$ cat src/hdl/force_torque_frame_decoder_assert.svh
// Assertion macros used by the force/torque frame decoder back end module.
`ifndef FORCE_TORQUE_FRAME_DECODER_ASSERT_SVH
`define FORCE_TORQUE_FRAME_DECODER_ASSERT_SVH

// Same-cycle implication, sampled on clk, off while rst is high.
`define FTFD_ASSERT_IMP(lbl, ante, cons, msg) \
  lbl: assert property (@(posedge clk) disable iff (rst) (ante) |-> (cons)) \
    else $error(msg);

// Next-cycle implication, sampled on clk, off while rst is high.
`define FTFD_ASSERT_NXT(lbl, ante, cons, msg) \
  lbl: assert property (@(posedge clk) disable iff (rst) (ante) |=> (cons)) \
    else $error(msg);

`endif

$ cat src/hdl/ftfd_pkg.sv
// Shared types, constants and helpers of the force/torque frame decoder.
package ftfd_pkg;

  localparam int BYTE_W     = 8;
  localparam int READING_W  = 16;
  localparam int NUM_AXES   = 6;
  localparam int AXIS_IDX_W = $clog2(NUM_AXES);
  localparam int AXIS_FZ    = 2;
  localparam int Q8_W       = 19;
  localparam int GAIN_W     = 16;
  localparam int CFG_CAL_W  = 13;
  localparam int OFS_W      = 20;
  localparam int PROD_W     = READING_W + GAIN_W + 1;
  localparam int FRAME_W    = NUM_AXES * READING_W;
  localparam int FIFO_DEPTH = 2;
  localparam int FIFO_AW    = $clog2(FIFO_DEPTH);

  // Frame header bytes
  localparam logic [BYTE_W-1:0] HDR_B0 = 8'd170;
  localparam logic [BYTE_W-1:0] HDR_B1 = 8'd7;
  localparam logic [BYTE_W-1:0] HDR_B2 = 8'd8;
  localparam logic [BYTE_W-1:0] HDR_B3 = 8'd16;

  // Payload byte window holding the six readings
  localparam int RD_FIRST = 4;
  localparam int RD_LAST  = 15;

  localparam logic signed [PROD_W-1:0] ROUND_HALF = PROD_W'(128);
  localparam logic signed [31:0] Q8_MAX = 32'sd262143;
  localparam logic signed [31:0] Q8_MIN = -32'sd262144;

  // Register map
  localparam int REG_IDX_W = 2;
  localparam logic [REG_IDX_W-1:0] REG_GAIN_FT     = 2'd0;
  localparam logic [REG_IDX_W-1:0] REG_GAIN_FZ     = 2'd1;
  localparam logic [REG_IDX_W-1:0] REG_CAL_SAMPLES = 2'd2;

  localparam logic [GAIN_W-1:0]    GAIN_FT_RST     = 16'd1612;
  localparam logic [GAIN_W-1:0]    GAIN_FZ_RST     = 16'd784;
  localparam logic [CFG_CAL_W-1:0] CAL_SAMPLES_RST = 13'd500;

  typedef logic signed [Q8_W-1:0] q8_t;
  typedef logic [NUM_AXES-1:0][READING_W-1:0] frame_t;

  typedef enum logic [2:0] {
    HUNT_B0, HUNT_B1, HUNT_B2, HUNT_B3, HUNT_PAYLOAD
  } hunt_t;

  typedef enum logic [2:0] {
    BK_IDLE, BK_MUL, BK_RND, BK_CAL, BK_DIV, BK_ZERO, BK_OUT
  } back_t;

  typedef struct packed {
    q8_t  force_x;
    q8_t  force_y;
    q8_t  force_z;
    q8_t  torque_x;
    q8_t  torque_y;
    q8_t  torque_z;
    q8_t  zeroed_fz;
    logic calibrated;
  } result_t;

  function automatic q8_t sat_q8(input logic signed [31:0] v);
    q8_t r;
    if (v > Q8_MAX) begin
      r = Q8_MAX[Q8_W-1:0];
    end else if (v < Q8_MIN) begin
      r = Q8_MIN[Q8_W-1:0];
    end else begin
      r = v[Q8_W-1:0];
    end
    return r;
  endfunction

endpackage

$ cat src/hdl/ftfd_fifo.sv
// Two-entry queue used between the decoder stages and at the result side.
module ftfd_fifo import ftfd_pkg::*; #(
  parameter int WIDTH = 8
) (
  input  logic             clk,
  input  logic             rst,
  input  logic             push,
  input  logic [WIDTH-1:0] wdata,
  output logic             full,
  input  logic             pop,
  output logic [WIDTH-1:0] rdata,
  output logic             empty
);

  logic [WIDTH-1:0] mem [FIFO_DEPTH];
  logic [FIFO_AW-1:0] wptr;
  logic [FIFO_AW-1:0] rptr;
  logic [FIFO_AW:0]   fill;
  logic do_push;
  logic do_pop;

  assign full    = (fill == (FIFO_AW + 1)'(FIFO_DEPTH));
  assign empty   = (fill == '0);
  assign do_push = push & ~full;
  assign do_pop  = pop & ~empty;
  assign rdata   = mem[rptr];

  always_ff @(posedge clk) begin
    if (rst) begin
      wptr <= '0;
      rptr <= '0;
      fill <= '0;
    end else begin
      if (do_push) wptr <= wptr + 1'b1;
      if (do_pop) rptr <= rptr + 1'b1;
      case ({do_push, do_pop})
        2'b10:   fill <= fill + 1'b1;
        2'b01:   fill <= fill - 1'b1;
        default: fill <= fill;
      endcase
    end
  end

  always_ff @(posedge clk) begin
    if (do_push) mem[wptr] <= wdata;
  end

endmodule

$ cat src/hdl/ftfd_front.sv
// Byte-level front end: header hunt and collection of the six readings.
module ftfd_front import ftfd_pkg::*; #(
  parameter int PAYLOAD_BYTES = 18
) (
  input  logic              clk,
  input  logic              rst,
  input  logic              push,
  input  logic [BYTE_W-1:0] rx_byte,
  output logic              full,
  output logic              fq_push,
  output frame_t            fq_data,
  input  logic              fq_full
);

  localparam int CNT_W = $clog2(PAYLOAD_BYTES);
  localparam logic [CNT_W-1:0] CNT_LAST = CNT_W'(PAYLOAD_BYTES - 1);

  hunt_t state;
  hunt_t state_next;
  logic [CNT_W-1:0]   count;
  logic [FRAME_W-1:0] readings;
  logic accept;
  logic in_window;
  logic frame_end;

  assign full      = fq_full;
  assign accept    = push & ~fq_full;
  assign in_window = (count >= CNT_W'(RD_FIRST)) && (count <= CNT_W'(RD_LAST));
  assign frame_end = (state == HUNT_PAYLOAD) && (count == CNT_LAST);

  always_comb begin
    state_next = state;
    if (accept) begin
      case (state)
        HUNT_B1: begin
          state_next = (rx_byte == HDR_B1) ? HUNT_B2 :
                       (rx_byte == HDR_B0) ? HUNT_B1 : HUNT_B0;
        end
        HUNT_B2: begin
          state_next = (rx_byte == HDR_B2) ? HUNT_B3 :
                       (rx_byte == HDR_B0) ? HUNT_B1 : HUNT_B0;
        end
        HUNT_B3: begin
          state_next = (rx_byte == HDR_B3) ? HUNT_PAYLOAD :
                       (rx_byte == HDR_B0) ? HUNT_B1 : HUNT_B0;
        end
        HUNT_PAYLOAD: begin
          state_next = frame_end ? HUNT_B0 : HUNT_PAYLOAD;
        end
        default: begin
          state_next = (rx_byte == HDR_B0) ? HUNT_B1 : HUNT_B0;
        end
      endcase
    end
  end

  // A frame leaves with its last byte; that byte joins it if it is a reading byte.
  always_comb begin
    fq_push = accept && frame_end;
    fq_data = in_window ? {readings[FRAME_W-BYTE_W-1:0], rx_byte} : readings;
  end

  always_ff @(posedge clk) begin
    if (rst) begin
      state <= HUNT_B0;
      count <= '0;
    end else begin
      state <= state_next;
      if (accept && (state == HUNT_PAYLOAD)) begin
        count <= frame_end ? '0 : count + 1'b1;
      end
    end
  end

  always_ff @(posedge clk) begin
    if (accept && (state == HUNT_PAYLOAD) && in_window) begin
      readings <= {readings[FRAME_W-BYTE_W-1:0], rx_byte};
    end
  end

endmodule

$ cat src/hdl/ftfd_div.sv
// Restoring divider, one quotient bit per cycle, unsigned operands.
module ftfd_div import ftfd_pkg::*; #(
  parameter int NUM_W = 32,
  parameter int DEN_W = 13
) (
  input  logic             clk,
  input  logic             rst,
  input  logic             start,
  input  logic [NUM_W-1:0] num,
  input  logic [DEN_W-1:0] den,
  output logic             done,
  output logic [NUM_W-1:0] quot
);

  localparam int STEP_W = $clog2(NUM_W + 1);

  logic              running;
  logic [STEP_W-1:0] steps;
  logic [DEN_W-1:0]  rem;
  logic [NUM_W-1:0]  quo;
  logic [DEN_W:0]    trial;
  logic              fits;

  assign trial = {rem, quo[NUM_W-1]};
  assign fits  = (trial >= {1'b0, den});
  assign quot  = quo;

  always_ff @(posedge clk) begin
    if (rst) begin
      running <= 1'b0;
      steps   <= '0;
      done    <= 1'b0;
    end else begin
      done <= 1'b0;
      if (start) begin
        running <= 1'b1;
        steps   <= STEP_W'(NUM_W);
      end else if (running) begin
        steps <= steps - 1'b1;
        if (steps == STEP_W'(1)) begin
          running <= 1'b0;
          done    <= 1'b1;
        end
      end
    end
  end

  always_ff @(posedge clk) begin
    if (start) begin
      rem <= '0;
      quo <= num;
    end else if (running) begin
      rem <= fits ? DEN_W'(trial - {1'b0, den}) : trial[DEN_W-1:0];
      quo <= {quo[NUM_W-2:0], fits};
    end
  end

endmodule

$ cat src/hdl/ftfd_back.sv
// Frame back end: gain scaling, fz zero calibration and result assembly.
`include "force_torque_frame_decoder_assert.svh"

module ftfd_back import ftfd_pkg::*; #(
  parameter int MAX_CAL_SAMPLES = 4096
) (
  input  logic                 clk,
  input  logic                 rst,
  input  logic                 fq_empty,
  input  frame_t               fq_data,
  output logic                 fq_pop,
  input  logic [GAIN_W-1:0]    gain_ft,
  input  logic [GAIN_W-1:0]    gain_fz,
  input  logic [CFG_CAL_W-1:0] cal_samples,
  input  logic                 res_full,
  output logic                 res_push,
  output result_t              res_data
);

  localparam int CNT_W = $clog2(MAX_CAL_SAMPLES + 1);
  localparam int TGT_W = (CNT_W > CFG_CAL_W) ? CNT_W : CFG_CAL_W;
  localparam int ACC_W = Q8_W + CNT_W;

  back_t state;
  back_t state_next;

  frame_t                   frame_q;
  logic [AXIS_IDX_W-1:0]    k;
  logic [AXIS_IDX_W-1:0]    sel;
  logic [GAIN_W-1:0]        gain_sel;
  logic signed [PROD_W-1:0] prod;
  logic signed [PROD_W-1:0] rnd_sum;
  logic signed [PROD_W-1:0] rnd_shift;
  q8_t                      vals [NUM_AXES];
  q8_t                      zfz;
  logic                     cal;

  logic signed [ACC_W-1:0]  fz_accumulator;
  logic [CNT_W-1:0]         samples_taken;
  logic signed [OFS_W-1:0]  fz_offset;
  logic [TGT_W-1:0]         target;
  logic                     below_target;
  logic [ACC_W-1:0]         acc_mag;
  logic [ACC_W-1:0]         quot;
  logic [ACC_W-1:0]         ofs_full;
  logic                     div_start;
  logic                     div_done;

  assign sel       = AXIS_IDX_W'(NUM_AXES - 1) - k;
  assign gain_sel  = (k == AXIS_IDX_W'(AXIS_FZ)) ? gain_fz : gain_ft;
  assign rnd_sum   = prod + ROUND_HALF;
  assign rnd_shift = rnd_sum >>> 8;

  // Zero target clamped to 1..MAX_CAL_SAMPLES
  always_comb begin
    if (cal_samples == '0) begin
      target = TGT_W'(1);
    end else if (TGT_W'(cal_samples) > TGT_W'(MAX_CAL_SAMPLES)) begin
      target = TGT_W'(MAX_CAL_SAMPLES);
    end else begin
      target = TGT_W'(cal_samples);
    end
  end

  assign below_target = (TGT_W'(samples_taken) < target);
  assign acc_mag  = fz_accumulator[ACC_W-1] ? ACC_W'(-fz_accumulator) : fz_accumulator;
  assign ofs_full = fz_accumulator[ACC_W-1] ? ACC_W'(-quot) : quot;

  ftfd_div #(
    .NUM_W (ACC_W),
    .DEN_W (CNT_W)
  ) u_div (
    .clk   (clk),
    .rst   (rst),
    .start (div_start),
    .num   (acc_mag),
    .den   (samples_taken),
    .done  (div_done),
    .quot  (quot)
  );

  always_comb begin
    state_next = state;
    case (state)
      BK_IDLE: if (!fq_empty) state_next = BK_MUL;
      BK_MUL:  state_next = BK_RND;
      BK_RND:  state_next = (k == AXIS_IDX_W'(NUM_AXES - 1)) ? BK_CAL : BK_MUL;
      BK_CAL:  state_next = below_target ? BK_OUT : BK_DIV;
      BK_DIV:  if (div_done) state_next = BK_ZERO;
      BK_ZERO: state_next = BK_OUT;
      BK_OUT:  if (!res_full) state_next = BK_IDLE;
      default: state_next = BK_IDLE;
    endcase
  end

  always_comb begin
    fq_pop    = (state == BK_IDLE) && !fq_empty;
    res_push  = (state == BK_OUT) && !res_full;
    div_start = (state == BK_CAL) && !below_target;
  end

  always_comb begin
    res_data.force_x    = vals[0];
    res_data.force_y    = vals[1];
    res_data.force_z    = vals[2];
    res_data.torque_x   = vals[3];
    res_data.torque_y   = vals[4];
    res_data.torque_z   = vals[5];
    res_data.zeroed_fz  = zfz;
    res_data.calibrated = cal;
  end

  always_ff @(posedge clk) begin
    if (rst) begin
      state          <= BK_IDLE;
      k              <= '0;
      fz_accumulator <= '0;
      samples_taken  <= '0;
      fz_offset      <= '0;
    end else begin
      state <= state_next;
      case (state)
        BK_IDLE: k <= '0;
        BK_RND:  k <= k + 1'b1;
        BK_CAL: begin
          if (below_target) begin
            fz_accumulator <= fz_accumulator +
                              {{(ACC_W - Q8_W){vals[AXIS_FZ][Q8_W-1]}}, vals[AXIS_FZ]};
            samples_taken  <= samples_taken + 1'b1;
          end
        end
        BK_DIV: if (div_done) fz_offset <= ofs_full[OFS_W-1:0];
        default: k <= k;
      endcase
    end
  end

  always_ff @(posedge clk) begin
    case (state)
      BK_IDLE: if (!fq_empty) frame_q <= fq_data;
      BK_MUL:  prod <= $signed(frame_q[sel]) * $signed({1'b0, gain_sel});
      BK_RND:  vals[k] <= sat_q8(rnd_shift[31:0]);
      BK_CAL: begin
        if (below_target) begin
          zfz <= '0;
          cal <= 1'b0;
        end
      end
      BK_ZERO: begin
        zfz <= sat_q8(32'(fz_offset) - 32'(vals[AXIS_FZ]));
        cal <= 1'b1;
      end
      default: cal <= cal;
    endcase
  end

  `FTFD_ASSERT_NXT(a_div_to_zero, (state == BK_DIV) && div_done, state == BK_ZERO, "divide result not applied")
  `FTFD_ASSERT_IMP(a_uncal_zero, res_push && !res_data.calibrated, res_data.zeroed_fz == '0, "zeroed_fz set before calibration")
  `FTFD_ASSERT_IMP(a_samples_max, state == BK_CAL, samples_taken <= CNT_W'(MAX_CAL_SAMPLES), "sample count beyond limit")
  `FTFD_ASSERT_NXT(a_sample_step, (state == BK_CAL) && below_target, samples_taken == $past(samples_taken) + 1'b1, "sample count not advanced")

endmodule

$ cat src/hdl/force_torque_frame_decoder.sv
// Top level of the force/torque frame decoder: register file and stage wiring.
//
//  channel  | direction | handshake            | payload
//  ---------+-----------+----------------------+---------------------------------------
//  bytes    | in        | push / full          | rx_byte
//  results  | out       | pop / empty          | force_x..torque_z, zeroed_fz, calibrated
//  config   | in        | psel/penable/pwrite  | paddr, pwdata, prdata (pready tied high)
//
// The front end takes one byte per cycle; full mirrors the two-entry frame
// queue, so every byte is held off while both entries are taken.
// Back end per frame: a pop, six multiply/round passes on one shared
// multiplier, a calibration step and an output step; once calibrated, a
// bit-serial divide of the ACC_W-bit fz sum and a zeroing step follow
// (ACC_W = 19 + clog2(MAX_CAL_SAMPLES + 1), 32 by default). A frame is PAYLOAD_BYTES
// + 4 bytes; the back end keeps pace while calibrating, but the divide can make it lag.
// Reset (rst, synchronous) clears hunt, queues, calibration sums and registers;
// there is no clearing pass. Results wait in a two-entry output queue while pop is low.
module force_torque_frame_decoder import ftfd_pkg::*; #(
  parameter int PAYLOAD_BYTES   = 18,
  parameter int MAX_CAL_SAMPLES = 4096
) (
  input  logic              clk,
  input  logic              rst,
  // byte stream
  input  logic              push,
  input  logic [BYTE_W-1:0] rx_byte,
  output logic              full,
  // results
  output logic              empty,
  input  logic              pop,
  output logic [Q8_W-1:0]   force_x,
  output logic [Q8_W-1:0]   force_y,
  output logic [Q8_W-1:0]   force_z,
  output logic [Q8_W-1:0]   torque_x,
  output logic [Q8_W-1:0]   torque_y,
  output logic [Q8_W-1:0]   torque_z,
  output logic [Q8_W-1:0]   zeroed_fz,
  output logic              calibrated,
  // configuration
  input  logic              psel,
  input  logic              penable,
  input  logic              pwrite,
  input  logic [3:0]        paddr,
  input  logic [31:0]       pwdata,
  output logic [31:0]       prdata,
  output logic              pready
);

  // Registers
  logic [GAIN_W-1:0]    gain_force_torque;
  logic [GAIN_W-1:0]    gain_vertical_force;
  logic [CFG_CAL_W-1:0] calibration_samples;
  logic [REG_IDX_W-1:0] reg_idx;
  logic                 reg_wr;

  // Stage links
  logic    fq_push;
  logic    fq_full;
  logic    fq_pop;
  logic    fq_empty;
  frame_t  fq_wdata;
  frame_t  fq_rdata;
  logic    res_push;
  logic    res_full;
  result_t res_wdata;
  result_t res_rdata;

  // APB: word-aligned registers, writes land on the access phase.
  assign pready  = 1'b1;
  assign reg_idx = paddr[3:2];
  assign reg_wr  = psel & penable & pwrite & pready;

  always_ff @(posedge clk) begin
    if (rst) begin
      gain_force_torque   <= GAIN_FT_RST;
      gain_vertical_force <= GAIN_FZ_RST;
      calibration_samples <= CAL_SAMPLES_RST;
    end else if (reg_wr) begin
      case (reg_idx)
        REG_GAIN_FT:     gain_force_torque   <= pwdata[GAIN_W-1:0];
        REG_GAIN_FZ:     gain_vertical_force <= pwdata[GAIN_W-1:0];
        REG_CAL_SAMPLES: calibration_samples <= pwdata[CFG_CAL_W-1:0];
        default:         gain_force_torque   <= gain_force_torque;
      endcase
    end
  end

  always_comb begin
    case (reg_idx)
      REG_GAIN_FT:     prdata = 32'(gain_force_torque);
      REG_GAIN_FZ:     prdata = 32'(gain_vertical_force);
      REG_CAL_SAMPLES: prdata = 32'(calibration_samples);
      default:         prdata = '0;
    endcase
  end

  // Front end: header hunt and reading capture
  ftfd_front #(
    .PAYLOAD_BYTES (PAYLOAD_BYTES)
  ) u_front (
    .clk     (clk),
    .rst     (rst),
    .push    (push),
    .rx_byte (rx_byte),
    .full    (full),
    .fq_push (fq_push),
    .fq_data (fq_wdata),
    .fq_full (fq_full)
  );

  // Frames waiting for the back end
  ftfd_fifo #(
    .WIDTH ($bits(frame_t))
  ) u_frame_q (
    .clk   (clk),
    .rst   (rst),
    .push  (fq_push),
    .wdata (fq_wdata),
    .full  (fq_full),
    .pop   (fq_pop),
    .rdata (fq_rdata),
    .empty (fq_empty)
  );

  // Back end: scaling and fz zeroing
  ftfd_back #(
    .MAX_CAL_SAMPLES (MAX_CAL_SAMPLES)
  ) u_back (
    .clk         (clk),
    .rst         (rst),
    .fq_empty    (fq_empty),
    .fq_data     (fq_rdata),
    .fq_pop      (fq_pop),
    .gain_ft     (gain_force_torque),
    .gain_fz     (gain_vertical_force),
    .cal_samples (calibration_samples),
    .res_full    (res_full),
    .res_push    (res_push),
    .res_data    (res_wdata)
  );

  // Finished items wait here for pop
  ftfd_fifo #(
    .WIDTH ($bits(result_t))
  ) u_res_q (
    .clk   (clk),
    .rst   (rst),
    .push  (res_push),
    .wdata (res_wdata),
    .full  (res_full),
    .pop   (pop),
    .rdata (res_rdata),
    .empty (empty)
  );

  assign force_x    = res_rdata.force_x;
  assign force_y    = res_rdata.force_y;
  assign force_z    = res_rdata.force_z;
  assign torque_x   = res_rdata.torque_x;
  assign torque_y   = res_rdata.torque_y;
  assign torque_z   = res_rdata.torque_z;
  assign zeroed_fz  = res_rdata.zeroed_fz;
  assign calibrated = res_rdata.calibrated;

endmodule

$ cat config.mk
export PLATFORM = sky130hd
export DESIGN_NAME = force_torque_frame_decoder
export DESIGN_NICKNAME = d
export VERILOG_FILES = /design/src/hdl/ftfd_pkg.sv /design/src/hdl/ftfd_fifo.sv /design/src/hdl/ftfd_front.sv /design/src/hdl/ftfd_div.sv /design/src/hdl/ftfd_back.sv /design/src/hdl/force_torque_frame_decoder.sv
export VERILOG_INCLUDE_DIRS = /design/src /design/src/hdl
export SDC_FILE = /design/constraint.sdc
export NUM_CORES = 2
export LEC_CHECK = 0
export ABC_AREA = 0
export ABC_CLOCK_PERIOD_IN_PS = 18600
export BUFFER_PORTS_ARGS = -buffer_cell sky130_fd_sc_hd__buf_4
export CORE_UTILIZATION = 50
export DETAILED_ROUTE_END_ITERATION = 6
export PLACE_DENSITY = 0.67
export SETUP_SLACK_MARGIN = 0.15
export SYNTH_ARGS = -nofsm -noshare
export SYNTH_HDL_FRONTEND = slang
export SYNTH_HIERARCHICAL = 1
export SYNTH_SLANG_ARGS = --single-unit
$ cat constraint.sdc
create_clock -name clk -period 18.6 [get_ports clk]
set_input_delay 1.86 -clock clk [delete_from_list [all_inputs] [get_ports clk]]
set_output_delay 1.86 -clock clk [all_outputs]
set_load 0.01 [all_outputs]
==> reports/results.ini <==
[setup_path]
crit_family = adder cells
cp-end-kind = flop
cp.required_ps = 19100
rr_worst_depth = 26
ff2ff_setup_slack_ps = 9850
reg2reg_to = u_back/prod[32]$_DFFE_PN_
cp.depth = 26
critPathSlowestCell = o21ai_0
slowest_delay_ps = 970
crit_type = reg -> reg
reg2reg_from = u_back/k[2]$_SDFFE_PP0P_
worstPathMaxFanout = 17
crit_top_cell = fa_1
cp-startpoint = u_back/k[2]$_SDFFE_PP0P_
endpoint = u_back/prod[32]$_DFFE_PN_
arrival_ps = 9250
critPathLaunchType = flop
critPathBufInv = 6

[global_route]
use_met2_pct = 35.5
grt_pass1_wl_um = 173000
grt_use_total_pct = 21.6
met1_usage_pct = 29.4
gr-total-overflow = 0
grt_pass1_vias = 30300
met3_usage_pct = 4.19
grt_max_degree = 75
grt_antenna_before_repair = 3
top_usage_layer = met2

[placed_design]
placed_area_um2 = 54300
dp_hpwl_um = 76600
gp_congestion = 0.893
port_buffers = 184

[yosys]
synth.top_cell.area_share_pct = 49.2
synth.distinct_cells = 110
synth_largest_area_cell = edfxtp_1
syn_area_um2 = 51500
yosys_register_bits = 999
synthSimpleGateAreaFrac_pct = 8.11
synth_edf_count = 844
synth_warnings = 6
synth_common_cells = edfxtp_1 (844), inv_1 (335), mux2_2 (303)
yosys-top-cells-area = edfxtp_1 (49%), fa_1 (7.6%), mux2_2 (6.6%), dfxtp_1 (6.0%), ha_1 (5.2%)
synth_area_per_cell_um2 = 13.2
synthXorXnorAreaFrac_pct = 2.79
synthMuxAreaShare_pct = 10.9
synthAdderAreaFrac_pct = 12.8
ys_seq_area_share_pct = 55.3
synth_compound_area_share_pct = 6.00
ys.flop_type = edfxtp_1
synth_cells = 3899
synth-async-reset-ratio_pct = 0
synth_most_common_cell = edfxtp_1
synth_top_family_by_area = adder cells

[sta]
timing_hold_violations_final = 0
tightest_slew_ps = 1300
fin_setup_tns_ps = 0
setup_viol = 0
slew_headroom_pct = 12.7
slew_viol_final = 0
period_minus_slack_ps = 8750
rsz0062_at_grt = no
clock_skew_ps = 32.4
fmax_mhz = 114
fin_crit_sh_pct = 47.1

[run_status]
status = finished clean

[clocking]
cts_setup_buffers = 0
clockBufferDepth = 3
cts_resized = 0
clkSlewWorstSetupHoldPaths_ps = 60
htreeDepth = 3
insertion_delay_ps = 700
cts_tree = built
ctsHoldBuffers = 0
clock_sinks = 999
cts_made_buffers = 101
clockRootBuffer = clkbuf_16

[pwr]
p_leak_uw = 0.0216
seq_power_share_pct = 50.8
vdd_drop_max_mv = 0.0885
internal-power_uw = 3720
combPwrFrac_pct = 5.9
clkPwrFrac_pct = 43.3
power_uw = 4760
switching_share_pct = 21.8
switchingPower_uw = 1040
p_per_area_nw_per_um2 = 82.5

[floorplan]
fp.dieH_um = 323
dieWidth_um = 323
core_area_um2 = 102000
rows = 117
dieArea_um2 = 104000
initial_core_util_pct = 50.5
io_pins = 220

[cells_and_area]
area_growth_pct = 12.1
drive_gt1_share_pct = 19.0
layout.nets = 4554
diodes = 0
utilization_pct = 56.6
fin_area_um2 = 57700

[drt]
final_antenna_net_count = 0
first_iter_violations = 2017
remaining_drc_errors = 0
drt_pass1_iterations = 5
via_count = 30200
vias_per_cell = 5.43
routedWlPerCell_um = 20.1
drt_wl_total_um = 111000

[worst_hold_path]
hold_class = reg -> reg
hold_start = u_back/vals[5][17]$_DFFE_PP_

[run]
max-cap-violations = 0

logic make-up (layout without fill, tap and decap cells):
group	Yosys count	in the layout
flip-flops	999	999
AND/OR/NAND/NOR	876	876
multiplexers	496	496
buffers and inverters	496	766
AO/OA/AOI/OAI	458	458
adder cells (fa/ha/maj)	408	408
XOR/XNOR	164	164
other	2	17
per-layer routing:
metal	vias up	part of all wire, %
met2	784	47
met3	173	6.2
met5	-	0.031
li1	14300	-
met1	14900	45
met4	4	2.3
sequential cells by signal, indices dropped and copies added (netlist names), 19 cells and up, named ones only:
| signal | count |
|---|---|
| u_back/frame_q | 96 |
| u_back/fz_accumulator | 32 |
| u_back/fz_offset | 20 |
| u_back/prod | 26 |
| u_back/u_div/quot | 32 |
| u_back/vals | 114 |
| u_back/zfz | 19 |
| u_frame_q/mem | 192 |
| u_front/readings | 96 |
| u_res_q/mem | 268 |
how the worst min path moves through the flow:
stage                                    end  cells after the start
2_1_floorplan  u_res_q/mem[0][100]$_DFFE_PP_                      0
3_3_place_gp    u_res_q/mem[1][63]$_DFFE_PP_                      0
3_5_place_dp    u_res_q/mem[1][69]$_DFFE_PP_                      0
4_1_cts         u_res_q/mem[0][97]$_DFFE_PP_                      0
5_1_grt         u_res_q/mem[0][37]$_DFFE_PP_                      0
6_report        u_res_q/mem[0][37]$_DFFE_PP_                      0
power groups by stage:
| stage | combinational (uW) | clock (uW) | sequential [uW] |
|---|---|---|---|
| floorplan | 216 | 0 | 2460 |
| global placement | 277 | 0 | 2460 |
| detailed placement | 281 | 0 | 2460 |
| CTS | 282 | 2110 | 2410 |
| global route | 318 | 2190 | 2410 |
| finish | 282 | 2060 | 2410 |
cell type report:
type,count,area (um^2)
inverter,338,1270
fill,8298,44200
multi-input combinational,2419,21100
tap,1368,1710
timing repair buffer,236,1770
clock inverter,74,763
clock buffer,118,2630
sequential,999,28500
cell usage in the layout (no fill, tap or decap), types with 14 or more instances in the layout:
cell and instances:
buf_4 236, clkinv_1 26, a211oi_1 35, and3_1 14
nor2_1 292, clkbuf_1 15, dfxtp_1 152, conb_1 17
nand2_1 256, nand2b_1 65, clkbuf_16 103, inv_1 333
and2_1 18, ha_1 212, a31oi_1 14, mux2_1 72
o21ai_1 22, mux4_2 14, fa_1 196, nand3_1 61
mux2_2 303, o21a_1 17, a21oi_1 109, mux2i_1 106
xor2_1 72, o21ai_0 103, o31ai_1 16, nand4_1 21
clkinv_2 22, or3_1 18, xnor2_1 92, a21o_1 35
edfxtp_1 844, nor3_1 20
through the flow:
stage,setup WS (ps),cells,hold WS [ps]
after detailed placement,9880,5360,430
after floorplan,9890,3914,421
after CTS,9840,5552,433
after global placement,10010,5360,422
final,9850,5552,435
after global routing,9350,5552,450
Power figures use the tool's default switching activity.
